==> src/hw/rtl/tnc_pkg.sv <==
package tnc_pkg;

   // Magnitudes are cut down to this many bits before normalizing
   localparam int RED_BITS = 31;
   localparam int SQ_W     = 2 * RED_BITS;
   localparam int SUM_W    = 64;
   localparam int REM_W    = SUM_W;
   // Quotient floor(2^30 * m^2 / S) never exceeds 2^30
   localparam int QUO_W    = 31;
   localparam int NUM_W    = QUO_W;
   localparam int ROOT_STEPS = (NUM_W + 1) / 2;
   // Integer root of a value up to 2^30 is at most 2^15
   localparam int ROOT_W   = 16;
   localparam int NORM_W   = 16;

   // Long division payload, one remainder and quotient per axis
   typedef struct packed {
      logic [2:0]                  neg;
      logic                        degen;
      logic [SUM_W-1:0]            sum_sq;
      logic [2:0][REM_W-1:0]       rem;
      logic [2:0][QUO_W-1:0]       quot;
   } div_type;

   // Square root payload, one remainder and partial root per axis
   typedef struct packed {
      logic [2:0]                  neg;
      logic                        degen;
      logic [2:0][NUM_W-1:0]       num;
      logic [2:0][NUM_W-1:0]       res;
   } root_type;

endpackage

==> src/hw/rtl/tnc_if.sv <==


interface tnc_rsp_if #(
   parameter int COORD_BITS = 16
);
   logic                         valid;
   logic                         ready;
   logic signed [15:0]           unit_nx;
   logic signed [15:0]           unit_ny;
   logic signed [15:0]           unit_nz;
   logic signed [COORD_BITS-1:0] mid_x;
   logic signed [COORD_BITS-1:0] mid_y;
   logic signed [COORD_BITS-1:0] mid_z;
   logic                         degenerate;

   modport source (
      output valid, unit_nx, unit_ny, unit_nz, mid_x, mid_y, mid_z, degenerate,
      input  ready
   );
   modport sink (
      input  valid, unit_nx, unit_ny, unit_nz, mid_x, mid_y, mid_z, degenerate,
      output ready
   );
endinterface

==> src/hw/rtl/tnc_sqrt.sv <==
module tnc_sqrt
   import tnc_pkg::*;
#(
   parameter int COORD_BITS = 16
) (
   input  logic                    clock,
   input  logic                    reset,
   input  logic                    in_valid,
   output logic                    in_ready,
   input  div_type                 in_data,
   input  logic [3*COORD_BITS-1:0] in_mid,
   tnc_rsp_if.source               rsp_if
);

   localparam int CB    = COORD_BITS;
   localparam int STEPS = ROOT_STEPS;

   // One root bit per stage
   function automatic root_type root_step(root_type d, logic [NUM_W-1:0] bit_val);
      root_type         o;
      logic [NUM_W:0]   t;
      logic             ge;
      o = d;
      for (int j = 0; j < 3; j++) begin
         t  = {1'b0, d.res[j]} + {1'b0, bit_val};
         ge = {1'b0, d.num[j]} >= t;
         o.num[j] = ge ? NUM_W'({1'b0, d.num[j]} - t) : d.num[j];
         o.res[j] = ge ? (d.res[j] >> 1) + bit_val : d.res[j] >> 1;
      end
      return o;
   endfunction

   root_type           seed;
   root_type           st_in[STEPS], st_ff[STEPS];
   logic [2:0][CB-1:0] mid_in[STEPS+1], mid_ff[STEPS+1];
   logic [STEPS:0]     v_in, v_ff;
   wire  [STEPS+1:0]   rdy;

   assign rdy[STEPS+1] = rsp_if.ready;
   for (genvar i = 0; i <= STEPS; i++) begin : g_rdy
      assign rdy[i] = ~v_ff[i] | rdy[i+1];
   end

   assign in_ready = rdy[0];

   // Root of the quotient starts from an empty partial root
   always_comb begin
      seed.neg   = in_data.neg;
      seed.degen = in_data.degen;
      for (int j = 0; j < 3; j++) begin
         seed.num[j] = in_data.quot[j];
         seed.res[j] = '0;
      end
   end

   always_comb begin
      for (int i = 0; i < STEPS; i++) begin
         if (i == 0) begin
            st_in[i]  = root_step(seed, NUM_W'(1) << (2 * (STEPS - 1)));
            mid_in[i] = in_mid;
            v_in[i]   = in_valid;
         end else begin
            st_in[i]  = root_step(st_ff[i-1], NUM_W'(1) << (2 * (STEPS - 1 - i)));
            mid_in[i] = mid_ff[i-1];
            v_in[i]   = v_ff[i-1];
         end
      end
      mid_in[STEPS] = mid_ff[STEPS-1];
      v_in[STEPS]   = v_ff[STEPS-1];
   end

   // Output stage: round the root to the normal, apply sign, zero if degenerate
   root_type                  fin;
   logic [ROOT_W-1:0]         root;
   logic [ROOT_W:0]           root_inc;
   logic [NORM_W-1:0]         q;
   logic signed [NORM_W-1:0]  unit_in[3], unit_ff[3];
   logic                      degen_ff;

   always_comb begin
      fin      = st_ff[STEPS-1];
      root     = '0;
      root_inc = '0;
      q        = '0;
      for (int j = 0; j < 3; j++) begin
         root     = fin.res[j][ROOT_W-1:0];
         root_inc = {1'b0, root} + (ROOT_W + 1)'(1);
         q        = root_inc[ROOT_W:1];
         if (fin.degen) begin
            unit_in[j] = '0;
         end else begin
            unit_in[j] = fin.neg[j] ? -q : q;
         end
      end
   end

   assign rsp_if.valid      = v_ff[STEPS];
   assign rsp_if.unit_nx    = unit_ff[0];
   assign rsp_if.unit_ny    = unit_ff[1];
   assign rsp_if.unit_nz    = unit_ff[2];
   assign rsp_if.mid_x      = mid_ff[STEPS][0];
   assign rsp_if.mid_y      = mid_ff[STEPS][1];
   assign rsp_if.mid_z      = mid_ff[STEPS][2];
   assign rsp_if.degenerate = degen_ff;

   always_ff @(posedge clock) begin
      if (reset) begin
         v_ff <= '0;
      end else begin
         for (int i = 0; i <= STEPS; i++) begin
            if (rdy[i]) begin
               v_ff[i] <= v_in[i];
            end
         end
      end
   end

   always_ff @(posedge clock) begin
      for (int i = 0; i < STEPS; i++) begin
         if (rdy[i]) begin
            st_ff[i] <= st_in[i];
         end
      end
      for (int i = 0; i <= STEPS; i++) begin
         if (rdy[i]) begin
            mid_ff[i] <= mid_in[i];
         end
      end
      if (rdy[STEPS]) begin
         unit_ff  <= unit_in;
         degen_ff <= fin.degen;
      end
   end

endmodule
==> src/flat_wrapper.sv <==
// flat-port wrapper written by rule: the top's interface ports become plain ports
module tnc_sqrt_flat import tnc_pkg::*;
#(
   parameter int COORD_BITS = 16
)
  (clock, reset, in_valid, in_ready, in_data, in_mid, rsp_if_valid, rsp_if_unit_nx, rsp_if_unit_ny, rsp_if_unit_nz, rsp_if_mid_x, rsp_if_mid_y, rsp_if_mid_z, rsp_if_degenerate, rsp_if_ready);
  tnc_rsp_if #(.COORD_BITS(COORD_BITS)) rsp_if_i ();
  input  logic clock;
  input  logic reset;
  input  logic in_valid;
  output logic in_ready;
  input  div_type in_data;
  input  logic [3*COORD_BITS-1:0] in_mid;
  output wire logic [$bits(rsp_if_i.valid)-1:0] rsp_if_valid;
  output wire logic [$bits(rsp_if_i.unit_nx)-1:0] rsp_if_unit_nx;
  output wire logic [$bits(rsp_if_i.unit_ny)-1:0] rsp_if_unit_ny;
  output wire logic [$bits(rsp_if_i.unit_nz)-1:0] rsp_if_unit_nz;
  output wire logic [$bits(rsp_if_i.mid_x)-1:0] rsp_if_mid_x;
  output wire logic [$bits(rsp_if_i.mid_y)-1:0] rsp_if_mid_y;
  output wire logic [$bits(rsp_if_i.mid_z)-1:0] rsp_if_mid_z;
  output wire logic [$bits(rsp_if_i.degenerate)-1:0] rsp_if_degenerate;
  input wire logic [$bits(rsp_if_i.ready)-1:0] rsp_if_ready;
  assign rsp_if_valid = rsp_if_i.valid;
  assign rsp_if_unit_nx = rsp_if_i.unit_nx;
  assign rsp_if_unit_ny = rsp_if_i.unit_ny;
  assign rsp_if_unit_nz = rsp_if_i.unit_nz;
  assign rsp_if_mid_x = rsp_if_i.mid_x;
  assign rsp_if_mid_y = rsp_if_i.mid_y;
  assign rsp_if_mid_z = rsp_if_i.mid_z;
  assign rsp_if_degenerate = rsp_if_i.degenerate;
  assign rsp_if_i.ready = rsp_if_ready;
  tnc_sqrt #(.COORD_BITS(COORD_BITS)) u_core (.clock(clock), .reset(reset), .in_valid(in_valid), .in_ready(in_ready), .in_data(in_data), .in_mid(in_mid), .rsp_if(rsp_if_i));
endmodule
==> config.mk <==
export PLATFORM = sky130hd
export DESIGN_NAME = tnc_sqrt_flat
export DESIGN_NICKNAME = d
export VERILOG_FILES = /design/src/hw/rtl/tnc_pkg.sv /design/src/hw/rtl/tnc_if.sv /design/src/hw/rtl/tnc_sqrt.sv /design/src/flat_wrapper.sv
export SDC_FILE = /design/constraint.sdc
export NUM_CORES = 2
export LEC_CHECK = 0
export BUFFER_PORTS_ARGS = -buffer_cell sky130_fd_sc_hd__buf_2
export CORE_MARGIN = 2
export CORE_UTILIZATION = 45
export CTS_CLUSTER_SIZE = 16
export DETAILED_ROUTE_END_ITERATION = 10
export GPL_TIMING_DRIVEN = 0
export HOLD_SLACK_MARGIN = 0.06
export PLACE_DENSITY = 0.62
export SYNTH_ARGS = -nofsm -noshare
export SYNTH_HDL_FRONTEND = slang
export SYNTH_SLANG_ARGS = --single-unit
==> constraint.sdc <==
create_clock -name clock -period 25.3 [get_ports clock]
set_input_delay 3.795 -clock clock [delete_from_list [all_inputs] [get_ports clock]]
set_output_delay 3.795 -clock clock [all_outputs]
set_load 0.03 [all_outputs]
==> results list <==
* Chip height: 509 um
* Number of cells traversed by the worst register-to-register path: 16
* Post-Synthesis Cell Area: 0.115 mm^2
- Among all flip-flop cells after synthesis, the most frequent one is edfxtp_1.
- WL per Instance: 16.4 um
* Type of element capturing the critical path: output pin
- 504 I/O pins were placed.
- The initial antenna violation count was 2.
- Sequential-to-total area share from yosys stat: 0.718
* Sequential share of power: 0.477
* Routability Congestion: 0.901
- Clock latency on the worst-skew pair: 920 ps
- Headroom to the max-slew limit came out at 0.145.
- Remaining Overflow, GRT: 0
* Number of H-tree levels: 5
- In this run, placement finished with an instance count of 11,379.
- The analysis attributes to net switching a power of 0.00383 W.
- Clock skew on the completed layout was measured at 87.0 ps.
- Synthesis instantiated 93 different standard cells from the library.
* Highest net fanout along the worst path: 67
- Setup repair after global routing left no endpoint under its margin.
* Floorplan Core Area: 0.254 mm^2
* Worst setup slack after placement: 11,870 ps
- Maximum number of pins on one net before global-route repair: 137
* DRC: 0
* Met3 wire length: 7.18 mm
* Max Cap Violations: 0
- Layout cells sized above 1: 0.111
- Cells after Synth: 7,724
- Power share of the clock group: 0.305
* Vias in the first global route: 60,081
* End of the worst register-to-register path: u_core.st_ff[0][378]$_DFFE_PP_
- Cell accounting for the most synthesized area: edfxtp_1
- The max-slew violation total from the final report came to 0.
- Using the TritonRoute via totals, the vias-per-cell ratio works out to 5.06.
- In this run the top signal layer used is met4.
* Average size of a mapped cell: 14.9 um^2
- At the pin with the least slew margin, the transition time is 1270 ps.
* Instance count along the most critical hold path: 0
- Number of failing hold endpoints at the final stage: 0
* DR iter-0 viols: 3,584
- For this design the static power due to leakage is 51.6 nW.
* Initial Util: 0.452
- The routed design could run at a clock period as short as 13,450 ps.
- Number of clock sinks seen by CTS: 2,749
* Final setup violating endpoints: 0
- In the post-route analysis, the smallest setup slack over all paths is 11,850 ps.
- Post-DP HPWL: 142 mm
- The first global-routing pass estimated 317 mm of wire.
- Detailed routing inserted a total of 60,221 vias.
- Power spread over the standard cell area amounts to 106 mW/mm^2.
- In this run, synthesis produced a sequential element count of 2,749.
- Filler instances: 20,769
- Summed over all layers, the routed wires come to 196 mm.
- Post-route clock period utilization: 0.532
- Setup total negative slack: 0 ps
- IR drop worst, VDD: 0.0000729 V
* Worst hold path type: flip-flop to flip-flop
- The startpoint identified for the worst register-to-register timing path is u_core.v_ff[16]$_SDFFE_PP0P_.
* Die outline width: 509 um
- Across every metal layer, demand over resource in global routing totals 0.151.
- Clock tree from TritonCTS: done
- Sorting the synthesized cells by area gives the leading types as edfxtp_1 (72%), ha_1 (4.9%), xnor2_1 (2.5%).
- Amount of wire on met2 after detailed routing: 91.0 mm
- Post-CTS clock slew at the launch and capture registers of the worst setup and hold paths: 60 ps
* First-pass detailed-route iteration total: 5
- The setup path with the least slack is of type primary input to output pin.
- Layout Utilization: 0.516
- CP Launch Type: primary input
- For this run, the post-layout net count is 9,177.
- Derived from the worst setup path, the maximum achievable clock frequency is 74.3 MHz.
- Cell Count, Final, Fillers Out: 11,906
- Worst-case register-to-register setup slack: 18,900 ps
* Worst path required time: 21,500 ps
- Critical hold path startpoint: u_core.mid_ff[0][58]$_DFFE_PP_
- Post-CTS timing repair inserted 0 buffers for setup.
* Share of Yosys cell area claimed by the top area cell type: 0.715
* IO Port Bufs: 243
- The Yosys step of the flow raised 0 warnings.
- CTS Root Buffer Type: clkbuf_16
* Cell Rows: 185
- Worst min-delay path endpoint: u_core.mid_ff[0][106]$_DFFE_PP_
- The die covers 0.259 mm^2.
- Resize count post-CTS: 0
* Switching Share: 0.277
* Fraction of registers with async set/reset: 0
- Signed area change from the synthesized netlist to the final layout: 14.1%
- The share of total power dissipated in combinational logic is 0.219.
- Internal power comes to 0.0100 W.
* Number of enable-type register cells in the synthesized netlist: 2,732
- The clock passes through at most 4 buffers.
- The count of nets left with antenna violations once routing finished came out at 0.
- In the final routing, the length of wire on met1 measures 90.9 mm.
- Run status: finished clean
* Data arrival time of the critical path: 9660 ps
- Inserted Clock Buffers: 304
- Hold-fix buffers at CTS: 0
## cell families (layout without fill, tap and decap cells)
group | Yosys count | count (layout) | share of synthesized area
AO/OA/AOI/OAI | 1137 | 1137 | 0.0612
XOR/XNOR | 613 | 613 | 0.0468
adder cells (fa/ha/maj) | 453 | 453 | 0.0496
AND/OR/NAND/NOR | 1950 | 1950 | 0.0879
other | 1 | 4 | 0.0000327
flip-flops | 2749 | 2749 | 0.718
multiplexers | 121 | 121 | 0.0116
buffers and inverters | 700 | 1513 | 0.0248
## placed cells by master (no fill, tap or decap), types with 26 or more instances in the layout
cell	netlist	layout
or4_1	33	33
o211ai_1	26	26
nand3_1	111	108
a21o_1	97	97
nand4_1	95	95
xnor2_1	326	326
o21ai_0	296	296
mux2_2	98	98
buf_2	10	253
inv_1	542	536
nand2_1	393	388
nor4b_1	57	57
a211oi_1	30	30
edfxtp_1	2732	2732
buf_4	48	48
or3_1	83	83
a31oi_1	34	34
clkbuf_16	0	310
clkinv_1	0	40
and2_1	28	28
nor2_1	467	467
clkbuf_1	91	145
and3_1	43	43
o21a_1	91	91
nor4_1	178	178
nor2b_1	56	56
clkinv_2	0	57
or2_2	27	26
nand2b_1	105	105
ha_1	450	450
bufinv_16	0	29
xor2_1	287	287
a21oi_1	366	366
nor3_1	198	198
o31ai_1	47	47
## flip-flops by register name, indices dropped and copies added (netlist names)
| name | flops |
|---|---|
| u_core.rsp_if.unit_nx | 16 |
| u_core.st_ff | 1867 |
| u_core.rsp_if.degenerate | 1 |
| u_core.rsp_if.unit_ny | 16 |
| u_core.v_ff | 17 |
| u_core.mid_ff | 816 |
| u_core.rsp_if.unit_nz | 16 |
## how the worst max path moves through the flow
stage                  from        to  slack [ps]
3_3_place_gp   rsp_if_ready  in_ready        -990
2_1_floorplan  rsp_if_ready  in_ready        4940
5_1_grt        rsp_if_ready  in_ready       11380
4_1_cts        rsp_if_ready  in_ready       11850
3_5_place_dp   rsp_if_ready  in_ready       11870
6_report       rsp_if_ready  in_ready       11850
## worst max-delay path, stage by stage
cell and delay, ps:
buf_2 110, nor2b_1 470, inv_4 390, nor2_1 460, and2_1 190, clkbuf_1 460
inv_8 310, nor3_1 1090, nand4_1 800, or2_4 630, buf_16 250, buf_16 280
buf_2 250
## per-layer routing
layer,up-vias,GRT usage
met3,456,0.0230
met2,1161,0.244
met4,0,0.0574
met5,-,0
met1,28384,0.206
li1,30220,-
## power groups by stage
stage | sequential (W) | clock, W | combinational, W
5_1_grt | 0.00670 | 0.00453 | 0.00341
3_3_place_gp | 0.00667 | 0 | 0.00294
4_1_cts | 0.00661 | 0.00435 | 0.00303
6_report | 0.00660 | 0.00422 | 0.00303
2_1_floorplan | 0.00651 | 0 | 0.00238
3_5_place_dp | 0.00670 | 0 | 0.00301
## per-stage QoR
| stage | hold slack [ps] | cell area (um^2) | total power [W] |
|---|---|---|---|
| detailed placement | 405 | 121000 | 0.00970 |
| global placement | 402 | 120000 | 0.00961 |
| finish | 350 | 131000 | 0.0138 |
| global route | 350 | 131000 | 0.0146 |
| CTS | 342 | 131000 | 0.0140 |
| floorplan | 400 | 115000 | 0.00889 |
## final cells by class
class | count | area (um^2) | area share
Sequential cell | 2749 | 82400 | 0.629
Tap cell | 3366 | 4210 | 0.0322
Antenna cell | 1 | 2.50 | 0.0000191
Inverter | 543 | 2080 | 0.0159
Clock inverter | 155 | 1610 | 0.0123
Multi-Input combinational cell | 4277 | 29600 | 0.226
Buffer | 157 | 805 | 0.00615
Clock buffer | 371 | 8060 | 0.0615
Timing Repair Buffer | 287 | 2170 | 0.0166
## cells in the mapped netlist, drive strengths merged, types with 8 or more instances
| cell type | n |
|---|---|
| edfxtp | 2732 |
| inv | 543 |
| nor2 | 468 |
| ha | 450 |
| nand2 | 393 |
| a21oi | 366 |
| xnor2 | 326 |
| o21ai | 298 |
| xor2 | 287 |
| nor3 | 198 |
| nor4 | 183 |
| nand3 | 113 |
| nand2b | 105 |
| mux2 | 98 |
| a21o | 97 |
| nand4 | 95 |
| clkbuf | 91 |
| o21a | 91 |
| or3 | 84 |
| buf | 66 |
| nor4b | 58 |
| nor2b | 56 |
| o31ai | 47 |
| and3 | 43 |
| a31oi | 34 |
| or4 | 33 |
| a211oi | 31 |
| and2 | 28 |
| or2 | 28 |
| o211ai | 26 |
| mux2i | 23 |
| o21bai | 20 |
| nand4b | 19 |
| a21boi | 18 |
| dfxtp | 17 |
| nand3b | 13 |
| a211o | 11 |
| o31a | 11 |
| a2111oi | 10 |
| and4b | 9 |
| nor3b | 8 |
(Power assumes the default switching activity.)
